==> config.mk <==
export PLATFORM = sky130hd
export DESIGN_NAME = number_to_spoken_words_top
export DESIGN_NICKNAME = d
export VERILOG_FILES = /design/src/nsw_pkg.sv /design/src/number_to_spoken_words_top.sv
export SDC_FILE = /design/constraint.sdc
export NUM_CORES = 1
export LEC_CHECK = 0
export BUFFER_PORTS_ARGS = -buffer_cell sky130_fd_sc_hd__clkbuf_2
export CORE_MARGIN = 2
export CORE_UTILIZATION = 46
export CTS_BUF_LIST = sky130_fd_sc_hd__clkbuf_2
export DETAILED_ROUTE_END_ITERATION = 12
export PLACE_DENSITY_LB_ADDON = 0.3
export RECOVER_POWER = 50
export SYNTH_ARGS = -nofsm -noshare
export SYNTH_HDL_FRONTEND = slang
export SYNTH_SLANG_ARGS = --single-unit
==> constraint.sdc <==
create_clock -name i_clk -period 6.54 [get_ports i_clk]
set_clock_uncertainty 0.2 [all_clocks]
set_input_delay 1.635 -clock i_clk [delete_from_list [all_inputs] [get_ports i_clk]]
set_output_delay 1.635 -clock i_clk [all_outputs]
set_load 0.02 [all_outputs]
==> src/nsw_pkg.sv <==
`default_nettype none

package nsw_pkg;

    // Word codes on the result channel.
    localparam logic [5:0] W_ZERO         = 6'd0;
    localparam logic [5:0] W_TEN          = 6'd10;
    localparam logic [5:0] W_TENS_BASE    = 6'd20;
    localparam logic [5:0] W_HUNDRED      = 6'd28;
    localparam logic [5:0] W_THOUSAND     = 6'd29;
    localparam logic [5:0] W_MINUS        = 6'd30;
    localparam logic [5:0] W_UNKNOWN      = 6'd31;
    localparam logic [5:0] W_ONE_THOUSAND = 6'd32;
    localparam logic [5:0] W_ONE_HUNDRED  = 6'd33;
    localparam logic [5:0] W_SPECIAL_BASE = 6'd34;
    localparam logic [5:0] W_BASE80       = 6'd42;
    localparam logic [5:0] W_BASE60       = 6'd43;
    localparam logic [5:0] W_BASE20S      = 6'd44;
    localparam logic [5:0] W_LAST_CODE    = 6'd44;

    // Largest magnitude that is spoken as digits.
    localparam logic [19:0] MAX_SPOKEN = 20'd99999;

    // Reciprocal for the divide by 1000; exact for magnitudes below 100000.
    localparam int          DIV1000_SHIFT = 27;
    localparam logic [17:0] DIV1000_MUL   = 18'((2 ** DIV1000_SHIFT + 999) / 1000);

    // Configuration register indexes.
    typedef enum logic [2:0] {
        CFG_SINGLE_THOUSAND = 3'd0,
        CFG_SINGLE_HUNDRED  = 3'd1,
        CFG_SPECIAL_ONES    = 3'd2,
        CFG_EIGHTY_BASE     = 3'd3,
        CFG_SIXTY_BASE      = 3'd4,
        CFG_TWENTIES_BASE   = 3'd5
    } t_cfg_idx;

    // A run of up to three words; w[0] is spoken first.
    typedef struct packed {
        logic [1:0]      len;
        logic [2:0][5:0] w;
    } t_seg;

    // Words for a remainder 10*t+u below 100; nothing for zero.
    function automatic t_seg say_rem(
        input logic [3:0] t,
        input logic [3:0] u,
        input logic [7:0] mask,
        input logic       eighty,
        input logic       sixty,
        input logic       twenties
    );
        t_seg       seg;
        logic [2:0] k;
        seg = '0;
        k   = 3'(t - 4'd2);
        if (u == 4'd1 && t >= 4'd2 && mask[k]) begin
            seg.len  = 2'd1;
            seg.w[0] = W_SPECIAL_BASE + 6'(k);
        end else if (eighty && t >= 4'd8) begin
            seg.w[0] = W_BASE80;
            seg.w[1] = (t == 4'd9) ? W_TEN + 6'(u) : 6'(u);
            seg.len  = (t == 4'd9 || u != 4'd0) ? 2'd2 : 2'd1;
        end else if (sixty && (t == 4'd6 || t == 4'd7)) begin
            seg.w[0] = W_BASE60;
            seg.w[1] = (t == 4'd7) ? W_TEN + 6'(u) : 6'(u);
            seg.len  = (t == 4'd7 || u != 4'd0) ? 2'd2 : 2'd1;
        end else if (twenties && t == 4'd2 && u != 4'd0) begin
            seg.len  = 2'd2;
            seg.w[0] = W_BASE20S;
            seg.w[1] = 6'(u);
        end else if (t >= 4'd2) begin
            seg.w[0] = W_TENS_BASE + 6'(t) - 6'd2;
            seg.w[1] = 6'(u);
            seg.len  = (u != 4'd0) ? 2'd2 : 2'd1;
        end else if (t == 4'd1) begin
            seg.len  = 2'd1;
            seg.w[0] = W_TEN + 6'(u);
        end else if (u != 4'd0) begin
            seg.len  = 2'd1;
            seg.w[0] = 6'(u);
        end
        return seg;
    endfunction

endpackage

`default_nettype wire

==> src/number_to_spoken_words_top.sv <==
// Spoken-number sequencer.
// Input channel: i_valid / o_stall with i_value, a 20-bit signed reading. An item
// is taken at a clock edge where i_valid is high and o_stall is low.
// Output channel: o_valid / i_stall with o_word_code and o_last_word. Each reading yields
// one to eight word items, one per cycle unless stalled; o_last_word marks the final one.
// Configuration: a write of i_cfg_data to register i_cfg_idx when i_cfg_we is
// high; the user must see that registers are changed only while the block is idle;
// the block itself does not enforce this. A reading passes through the seven pipeline
// stages and the serializer register before its first word appears.
// Throughput: the pipeline takes one reading per cycle when not stalled; the word
// serializer holds each reading until its last word is taken, then loads the next.
// Readings queue in the pipeline stages meanwhile.
// Reset (synchronous, active low) empties the pipeline and the serializer and
// clears all configuration registers to 0.
// When the receiver stalls, the current word holds, the serializer stops, and the
// pipeline fills up until o_stall rises; nothing is lost or repeated.
`default_nettype none

module number_to_spoken_words_top (
    input  wire logic        i_clk,
    input  wire logic        i_rst_n,
    input  wire logic        i_cfg_we,
    input  wire logic [2:0]  i_cfg_idx,
    input  wire logic [7:0]  i_cfg_data,
    input  wire logic        i_valid,
    output logic             o_stall,
    input  wire logic [19:0] i_value,
    output logic             o_valid,
    input  wire logic        i_stall,
    output logic [5:0]       o_word_code,
    output logic             o_last_word
);
    import nsw_pkg::*;

    // Configuration registers.
    logic       r_single_th;
    logic       r_single_hu;
    logic [7:0] r_special_mask;
    logic       r_eighty;
    logic       r_sixty;
    logic       r_twenties;

    always_ff @(posedge i_clk) begin
        if (!i_rst_n) begin
            r_single_th    <= 1'b0;
            r_single_hu    <= 1'b0;
            r_special_mask <= 8'd0;
            r_eighty       <= 1'b0;
            r_sixty        <= 1'b0;
            r_twenties     <= 1'b0;
        end else if (i_cfg_we) begin
            case (i_cfg_idx)
                CFG_SINGLE_THOUSAND: r_single_th    <= i_cfg_data[0];
                CFG_SINGLE_HUNDRED:  r_single_hu    <= i_cfg_data[0];
                CFG_SPECIAL_ONES:    r_special_mask <= i_cfg_data;
                CFG_EIGHTY_BASE:     r_eighty       <= i_cfg_data[0];
                CFG_SIXTY_BASE:      r_sixty        <= i_cfg_data[0];
                CFG_TWENTIES_BASE:   r_twenties     <= i_cfg_data[0];
                default: ;
            endcase
        end
    end

    // Stage valid bits and the ready chain from the serializer back to the input.
    logic [7:1] r_v;
    logic [8:1] rdy;
    logic       r_busy;
    logic [2:0] r_idx;
    logic [2:0] r_last_idx;
    logic       out_acc;

    assign out_acc = r_busy && !i_stall;
    assign rdy[8]  = !r_busy || (out_acc && r_idx == r_last_idx);
    assign rdy[7]  = !r_v[7] || rdy[8];
    assign rdy[6]  = !r_v[6] || rdy[7];
    assign rdy[5]  = !r_v[5] || rdy[6];
    assign rdy[4]  = !r_v[4] || rdy[5];
    assign rdy[3]  = !r_v[3] || rdy[4];
    assign rdy[2]  = !r_v[2] || rdy[3];
    assign rdy[1]  = !r_v[1] || rdy[2];
    assign o_stall = !rdy[1];

    always_ff @(posedge i_clk) begin
        if (!i_rst_n) begin
            r_v <= '0;
        end else begin
            if (rdy[1]) r_v[1] <= i_valid;
            if (rdy[2]) r_v[2] <= r_v[1];
            if (rdy[3]) r_v[3] <= r_v[2];
            if (rdy[4]) r_v[4] <= r_v[3];
            if (rdy[5]) r_v[5] <= r_v[4];
            if (rdy[6]) r_v[6] <= r_v[5];
            if (rdy[7]) r_v[7] <= r_v[6];
        end
    end

    // Stage 1: sign, magnitude and the zero and out-of-range flags.
    logic [19:0] n_mag;
    logic        r1_neg;
    logic        r1_zero;
    logic        r1_over;
    logic [16:0] r1_mag;

    assign n_mag = i_value[19] ? (~i_value + 20'd1) : i_value;

    always_ff @(posedge i_clk) begin
        if (rdy[1]) begin
            r1_neg  <= i_value[19];
            r1_zero <= (n_mag == 20'd0);
            r1_over <= (n_mag > MAX_SPOKEN);
            r1_mag  <= n_mag[16:0];
        end
    end

    // Stage 2: thousands part by reciprocal multiplication.
    logic [34:0] n_prod_th;
    logic        r2_neg;
    logic        r2_zero;
    logic        r2_over;
    logic [16:0] r2_mag;
    logic [6:0]  r2_th;

    assign n_prod_th = 35'(r1_mag) * 35'(DIV1000_MUL);

    always_ff @(posedge i_clk) begin
        if (rdy[2]) begin
            r2_neg  <= r1_neg;
            r2_zero <= r1_zero;
            r2_over <= r1_over;
            r2_mag  <= r1_mag;
            r2_th   <= n_prod_th[DIV1000_SHIFT +: 7];
        end
    end

    // Stage 3: the part below 1000.
    logic [16:0] n_lo;
    logic        r3_neg;
    logic        r3_zero;
    logic        r3_over;
    logic [6:0]  r3_th;
    logic [9:0]  r3_lo;

    assign n_lo = r2_mag - 17'(r2_th) * 17'd1000;

    always_ff @(posedge i_clk) begin
        if (rdy[3]) begin
            r3_neg  <= r2_neg;
            r3_zero <= r2_zero;
            r3_over <= r2_over;
            r3_th   <= r2_th;
            r3_lo   <= n_lo[9:0];
        end
    end

    // Stage 4: hundreds digit, tenths of the low part and thousands tens digit.
    logic [15:0] n_prod_hu;
    logic [17:0] n_prod_q;
    logic [14:0] n_prod_tt;
    logic        r4_neg;
    logic        r4_zero;
    logic        r4_over;
    logic [6:0]  r4_th;
    logic [9:0]  r4_lo;
    logic [3:0]  r4_hu;
    logic [6:0]  r4_q;
    logic [3:0]  r4_tt;

    assign n_prod_hu = 16'(r3_lo) * 16'd41;
    assign n_prod_q  = 18'(r3_lo) * 18'd205;
    assign n_prod_tt = 15'(r3_th) * 15'd205;

    always_ff @(posedge i_clk) begin
        if (rdy[4]) begin
            r4_neg  <= r3_neg;
            r4_zero <= r3_zero;
            r4_over <= r3_over;
            r4_th   <= r3_th;
            r4_lo   <= r3_lo;
            r4_hu   <= n_prod_hu[15:12];
            r4_q    <= n_prod_q[17:11];
            r4_tt   <= n_prod_tt[14:11];
        end
    end

    // Stage 5: the remaining decimal digits.
    logic [6:0] n_rt;
    logic [9:0] n_ru;
    logic [6:0] n_tu;
    logic       r5_neg;
    logic       r5_zero;
    logic       r5_over;
    logic [3:0] r5_tt;
    logic [3:0] r5_tu;
    logic [3:0] r5_hu;
    logic [3:0] r5_rt;
    logic [3:0] r5_ru;

    assign n_rt = r4_q - 7'(r4_hu) * 7'd10;
    assign n_ru = r4_lo - 10'(r4_q) * 10'd10;
    assign n_tu = r4_th - 7'(r4_tt) * 7'd10;

    always_ff @(posedge i_clk) begin
        if (rdy[5]) begin
            r5_neg  <= r4_neg;
            r5_zero <= r4_zero;
            r5_over <= r4_over;
            r5_tt   <= r4_tt;
            r5_tu   <= n_tu[3:0];
            r5_hu   <= r4_hu;
            r5_rt   <= n_rt[3:0];
            r5_ru   <= n_ru[3:0];
        end
    end

    // Stage 6: word runs for thousands, hundreds and remainder.
    t_seg n_th_words;
    t_seg n_seg_a;
    t_seg n_seg_b;
    t_seg n_seg_c;
    logic r6_neg;
    t_seg r6_seg_a;
    t_seg r6_seg_b;
    t_seg r6_seg_c;

    always_comb begin
        n_th_words = say_rem(r5_tt, r5_tu, r_special_mask, r_eighty, r_sixty, r_twenties);
        n_seg_a = '0;
        n_seg_b = '0;
        n_seg_c = say_rem(r5_rt, r5_ru, r_special_mask, r_eighty, r_sixty, r_twenties);

        // Thousands: the single word, or the part followed by thousand.
        if (r5_tt == 4'd0 && r5_tu == 4'd1 && r_single_th) begin
            n_seg_a.len  = 2'd1;
            n_seg_a.w[0] = W_ONE_THOUSAND;
        end else if (r5_tt != 4'd0 || r5_tu != 4'd0) begin
            n_seg_a                  = n_th_words;
            n_seg_a.w[n_th_words.len] = W_THOUSAND;
            n_seg_a.len              = n_th_words.len + 2'd1;
        end

        // Hundreds: the single word, or the digit followed by hundred.
        if (r5_hu == 4'd1 && r_single_hu) begin
            n_seg_b.len  = 2'd1;
            n_seg_b.w[0] = W_ONE_HUNDRED;
        end else if (r5_hu != 4'd0) begin
            n_seg_b.len  = 2'd2;
            n_seg_b.w[0] = 6'(r5_hu);
            n_seg_b.w[1] = W_HUNDRED;
        end

        // Zero and out-of-range readings each say a single word, after minus if negative.
        if (r5_zero || r5_over) begin
            n_seg_a      = '0;
            n_seg_b      = '0;
            n_seg_c      = '0;
            n_seg_c.len  = 2'd1;
            n_seg_c.w[0] = r5_zero ? W_ZERO : W_UNKNOWN;
        end
    end

    always_ff @(posedge i_clk) begin
        if (rdy[6]) begin
            r6_neg   <= r5_neg;
            r6_seg_a <= n_seg_a;
            r6_seg_b <= n_seg_b;
            r6_seg_c <= n_seg_c;
        end
    end

    // Stage 7: pack the runs into one list of up to eight words.
    logic [7:0][5:0] n_list;
    logic [3:0]      n_pos;
    logic [7:0][5:0] r7_list;
    logic [2:0]      r7_last_idx;

    always_comb begin
        n_list = '0;
        n_pos  = 4'd0;
        if (r6_neg) begin
            n_list[0] = W_MINUS;
            n_pos     = 4'd1;
        end
        for (int j = 0; j < 3; j++) begin
            if (2'(j) < r6_seg_a.len) n_list[3'(n_pos) + 3'(j)] = r6_seg_a.w[j];
        end
        n_pos = n_pos + 4'(r6_seg_a.len);
        for (int j = 0; j < 2; j++) begin
            if (2'(j) < r6_seg_b.len) n_list[3'(n_pos) + 3'(j)] = r6_seg_b.w[j];
        end
        n_pos = n_pos + 4'(r6_seg_b.len);
        for (int j = 0; j < 2; j++) begin
            if (2'(j) < r6_seg_c.len) n_list[3'(n_pos) + 3'(j)] = r6_seg_c.w[j];
        end
        n_pos = n_pos + 4'(r6_seg_c.len);
    end

    always_ff @(posedge i_clk) begin
        if (rdy[7]) begin
            r7_list     <= n_list;
            r7_last_idx <= 3'(n_pos - 4'd1);
        end
    end

    // Serializer: one word per accepted output item.
    logic [7:0][5:0] r_list;

    always_ff @(posedge i_clk) begin
        if (!i_rst_n) begin
            r_busy <= 1'b0;
            r_idx  <= 3'd0;
        end else if (out_acc && r_idx != r_last_idx) begin
            r_idx <= r_idx + 3'd1;
        end else if (rdy[8]) begin
            r_busy <= r_v[7];
            r_idx  <= 3'd0;
        end
    end

    always_ff @(posedge i_clk) begin
        if (rdy[8]) begin
            r_list     <= r7_list;
            r_last_idx <= r7_last_idx;
        end
    end

    assign o_valid     = r_busy;
    assign o_word_code = r_list[r_idx];
    assign o_last_word = (r_idx == r_last_idx);

    // Reset leaves no word pending.
    a_reset_idle: assert property (@(posedge i_clk) !i_rst_n |=> !o_valid)
        else $error("output valid right after reset");

    // The word index never runs past the end of the list.
    a_idx_range: assert property (@(posedge i_clk) disable iff (!i_rst_n)
        r_busy |-> r_idx <= r_last_idx)
        else $error("word index beyond list end");

    // A reading's words continue until its last one is taken.
    a_seq_cont: assert property (@(posedge i_clk) disable iff (!i_rst_n)
        o_valid && !i_stall && !o_last_word |=> o_valid && r_idx == $past(r_idx) + 3'd1)
        else $error("word sequence broken before its last word");

    // Minus only opens a list, and codes stay in range.
    a_minus_first: assert property (@(posedge i_clk) disable iff (!i_rst_n)
        o_valid |-> (o_word_code <= W_LAST_CODE) && (o_word_code != W_MINUS || r_idx == 3'd0))
        else $error("bad word code or misplaced minus");

endmodule

`default_nettype wire
# After elaboration in Yosys (flattened, before gate mapping)

Cells that the tools add are included.

Bitwise logic cells: 7
Multipliers: 8
Reduce and logical (&&, ||, !) cells: 71
$lt $le $gt $ge: 31
Eq/ne operators: 20
Muxes and demuxes: 90
Add/sub/neg operators: 25

Operators by type and width:

| kind                                                                                 | number |
|---|---|
| 48-bit bitwise mux                                                                   | 7 |
| 48-bit 2-to-1 mux                                                                    | 7 |
| 6-bit demux with 3-bit select                                                        | 7 |
| 6-bit 2-to-1 mux                                                                     | 21 |
| 12-bit 2-to-1 mux                                                                    | 4 |
| 3-bit by 4-bit less-than comparator with 1-bit output (second input constant)        | 10 |
| 2-bit 2-to-1 mux                                                                     | 18 |
| 17-bit by 17-bit multiplier with 33-bit output (second input constant)               | 1 |
| 1-bit logical AND                                                                    | 26 |
| 3-bit by 1-bit greater-or-equal comparator with 1-bit output (second input constant) | 7 |
| 20-bit by 1-bit adder with 20-bit output (second input constant)                     | 1 |
| 4-bit by 1-bit == test with 1-bit output (second input constant)                     | 5 |
| 20-bit by 17-bit greater-than comparator with 1-bit output (second input constant)   | 1 |
| 20-bit zero test                                                                     | 1 |
| 10-bit 2-to-1 mux                                                                    | 2 |
| 20-bit 2-to-1 mux                                                                    | 1 |
| 5-bit 2-to-1 mux                                                                     | 4 |
| 20-bit NOT                                                                           | 1 |
| 19-bit 2-to-1 mux                                                                    | 1 |
| 6-bit binary-select mux with 3-bit select                                            | 1 |
| 10-bit by 8-bit multiplier with 18-bit output (second input constant)                | 1 |
| 4-bit by 3-bit == test with 1-bit output (second input constant)                     | 4 |
| 1-bit logical OR                                                                     | 16 |
| 10-bit by 6-bit multiplier with 16-bit output (second input constant)                | 1 |
| other kinds (48)                                                                     | 104 |

Bits of input ports: 36
Flip-flop bits (word level): 284
Output and inout bits: 9
Word-level logic and storage cells: 331

# Longest topological paths before layout

Word-level depth: 19
Depth in mapped cells: 19
Depth with buffers taken out: 19

# Worst setup path after synthesis

No wires, ideal clock.

Path type: register -> register
Start: reg r1_mag[6]
End: reg r2_th[6] (data pin)
Required time: 6.077 ns
Library setup time: 0.263 ns
Arrival: 4.907 ns
Clock period less this slack: 5.370 ns
Slack: 1.170 ns
Buffers on the path: 0
Cell stages (with the launch flop): 20
Cell sequence: edfxtp_1 ha_1 ha_1 fa_1 inv_1 fa_1 inv_1 fa_1 inv_1 fa_1 inv_1 ha_1 nand4_1 nor3_1 o311a_1 a41oi_1 and4_1 nor3_1 a41o_1 xor2_1

Cells in the longest elaborated chain, start to end: 1

RTL lines:

| item                                           | RTL line                          | text |
|---|---|---|
| start: declaration                             | number_to_spoken_words_top.sv:102 | `logic [16:0] r1_mag;` |
| start signal: assignment                       | number_to_spoken_words_top.sv:111 | `r1_mag <= n_mag[16:0];` |
| 17-bit by 17-bit multiplier with 33-bit output | number_to_spoken_words_top.sv:123 | `assign n_prod_th = 35'(r1_mag) * 35'(DIV1000_MUL);` |
| named net n_prod_th[33]                        | number_to_spoken_words_top.sv:116 | `logic [34:0] n_prod_th;` |
| end signal: assignment                         | number_to_spoken_words_top.sv:131 | `r2_th <= n_prod_th[DIV1000_SHIFT +: 7];` |
| end: declaration                               | number_to_spoken_words_top.sv:121 | `logic [6:0] r2_th;` |

The timed path passes the listed nets, and every way through them passes these cells.
A chain may end at the register's enable or synchronous reset.

# Worst setup path after layout

Start: reg r1_mag[6]
End: reg r2_th[5] (data pin)

Same word-level chain as after synthesis.

==> flow_metrics.tcl <==
set metrics [dict create \
    status "finished with violations" \
    failed_checks "max-capacitance violations, max-slew violations" \
    synth-edff-count 242 \
    drc 0 \
    grt_max_degree 52 \
    critPathArrivalTime_ns 6.39 \
    h-tree-depth 3 \
    fin_nets 2193 \
    top_usage_layer "met2" \
    ys_seq_area_frac 0.409 \
    overflow 0 \
    place.port_buffers 44 \
    synthToLayoutAreaGrowth_pct 7.92 \
    power.internal_uw 6190 \
    gp_congestion 0.921 \
    worstSkewPairLatency_ns 0.94 \
    cts_inserted_buffers 72 \
    cp-start-kind "register" \
    drv_cap 2 \
    p_leak_uw 0.00929 \
    ios 45 \
    required_ns 6.98 \
    dpl.hpwl_um 31800 \
    die_h_um 207 \
    final_max_slew_viol_count 87 \
    ys.flop_type "edfxtp_1" \
    hold_ws_ns 0.204 \
    viasPerCell 5.26 \
    routed-via-count 12500 \
    use_met3 0.0377 \
    synth_cell_type_count 70 \
    ant_nets 0 \
    grt_pass1_wl_um 65000 \
    core_um2 40700 \
    drtIter0Drc 679 \
    synthArstFlopShare 0 \
    post_cts_buffers 0 \
    syn_nets 2113 \
    ys_ff_latch 266 \
    grt.total_usage 0.196 \
    die_width_um 207 \
    wire_per_inst_um 16.7 \
    antenna_found_initial 4 \
    finalSetupViolations 0 \
    totalNegativeSetupSlack_ns 0 \
    drive_above_1_share 0.108 \
    clock_power_share 0.120 \
    cts-resized-gates 0 \
    hold_violations 0 \
    cp_max_fo 7 \
    post-route-min-period_ns 5.95 \
    rsz0062_at_grt "false" \
    hold_path.class "register to register" \
    power_uw 10900 \
    rows 74 \
    max-slew-margin-rel -0.215 \
    fin_util 0.502 \
    grt_util_met1 0.222 \
    yosys_warnings 0 \
    fmax_ghz 0.168 \
    power.net_switching_uw 4700 \
    synthCells 1715 \
    end_kind "register" \
    cts_tree "yes" \
    criticalPathCategory "register to register" \
    grt_pass1_vias 12900 \
    clockRootBuffer "clkbuf_2" \
    use_met2 0.358 \
    dieArea_um2 42800 \
    clkTransAtPathRegs_ns 0.10 \
    power_frac_seq 0.274 \
    cts.sink_count 266 \
    avgSynthCellArea_um2 11.0 \
    cts_buffer_depth 3 \
    power_density_nw_per_um2 533 \
    syn_area_um2 18900 \
    power_frac_comb 0.606 \
    nFillCells 3702 \
    drtPass1Iterations 6 \
    worstMarginPinSlew_ns 1.82 \
    finalCritPeriodShare 0.910 \
    hold_buffers 0 \
    start_util 0.465 \
    wl_um 39800 \
    vdd.ir_drop.worst_mv 0.496 \
    p_sw_frac 0.432 \
]
==> final timing paths <==
kind | startpoint | end | slack (ns) | cells after the start
max | r1_mag[6] | r2_th[5] | 0.59 | 19
min | r1_zero | r2_zero | 0.20 | 0
max reg2reg | r1_mag[6] | r2_th[5] | 0.59 | 19
min reg2reg | r1_zero | r2_zero | 0.20 | 0
==> metrics by stage <==
step,area (µm²),setup WS (ns),instances
2_1_floorplan,18900,1.17,1715
6_report,20400,0.592,2379
3_3_place_gp,19700,0.668,2253
4_1_cts,20500,0.532,2378
5_1_grt,20400,0.227,2379
3_5_place_dp,19700,0.562,2253
==> synth_stat cells (11+ instances only) <==
master | instances | area share
edfxtp_1 | 242 | 0.38
fa_1 | 78 | 0.082
a21oi_1 | 100 | 0.026
ha_1 | 284 | 0.19
mux4_2 | 16 | 0.019
dfxtp_1 | 24 | 0.025
nor3_1 | 42 | 0.011
nand2_1 | 100 | 0.020
nor2b_1 | 22 | 0.0073
nor2_1 | 99 | 0.020
mux2_2 | 11 | 0.0065
xnor2_1 | 51 | 0.024
a21o_1 | 13 | 0.0052
inv_1 | 250 | 0.050
o21ai_0 | 80 | 0.021
nand4_1 | 12 | 0.0040
and3_1 | 12 | 0.0040
nand3_1 | 21 | 0.0056
clkbuf_1 | 35 | 0.0069
xor2_1 | 19 | 0.0088
mux2i_1 | 24 | 0.013
==> state kept, by name, indices dropped and copies added (netlist names), 6 cells and up <==
signal and cells:
r6_seg_c 13, r_special_mask 8, r_list 48, r3_th 7, r_v 7, r2_mag 10, r7_list 48, r3_lo 10
r6_seg_a 14, r2_th 7, r6_seg_b 6, r1_mag 17
==> worst max-delay path, cell delays in order (launching register included) <==
cell and delay [ns]:
edfxtp_1 0.53, ha_1 0.35, ha_1 0.22, fa_1 0.53, inv_1 0.05, fa_1 0.50
inv_1 0.07, fa_1 0.53, inv_1 0.06, fa_1 0.52, inv_1 0.04, ha_1 0.30
nand4_1 0.11, nor3_1 0.33, o311a_1 0.23, a41oi_1 0.08, and4_1 0.29, nor3_1 0.40
a41o_1 0.27, nor3_1 0.06
==> area by class of cell <==
cell class,instances,area [µm²],area share
Antenna cell,1,2.50,0.000122
Clock buffer,97,485,0.0238
Clock inverter,28,270,0.0132
Inverter,251,942,0.0461
Multi-Input combinational cell,1152,10100,0.492
Sequential cell,266,7750,0.379
Tap cell,532,666,0.0326
Timing Repair Buffer,52,268,0.0131
==> power groups by stage <==
stage / combinational (µW) / clock (µW) / sequential [µW]
after floorplan: 5280 / 0 / 2790
after global placement: 6500 / 0 / 3030
after detailed placement: 6680 / 0 / 3030
after CTS: 6730 / 1380 / 3000
after global routing: 7760 / 1460 / 3050
final: 6600 / 1310 / 2990
==> cell usage in the layout, fill, tap and decap left out, types with 19 or more instances in the layout <==
cell	count
mux2i_1	24
a21oi_1	100
fa_1	78
ha_1	284
inv_1	249
nor3_1	42
xnor2_1	51
clkbuf_2	137
edfxtp_1	242
dfxtp_1	24
nand2_1	100
nor2b_1	22
xor2_1	19
o21ai_0	82
nor2_1	99
nand3_1	21
==> cells by family (layout without fill, tap and decap cells) <==
group / after synthesis / after routing / share of synthesized area
and+or+nand+nor: 383 / 383 / 0.0998
other: 0 / 1 / 0
adders and majority gates: 362 / 362 / 0.270
DFF: 266 / 266 / 0.409
xor gates and xnor gates: 70 / 70 / 0.0324
muxes: 51 / 51 / 0.0383
AOI/OAI and AO/OA: 286 / 286 / 0.0908
buffers and inverters: 297 / 428 / 0.0595
==> routing by layer <==
metal,vias up,share of wire
met4,6,0.034
met3,86,0.040
li1,6282,-
met2,266,0.52
met1,5863,0.41
met5,-,0.0010
Power figures use the tool's default switching activity.
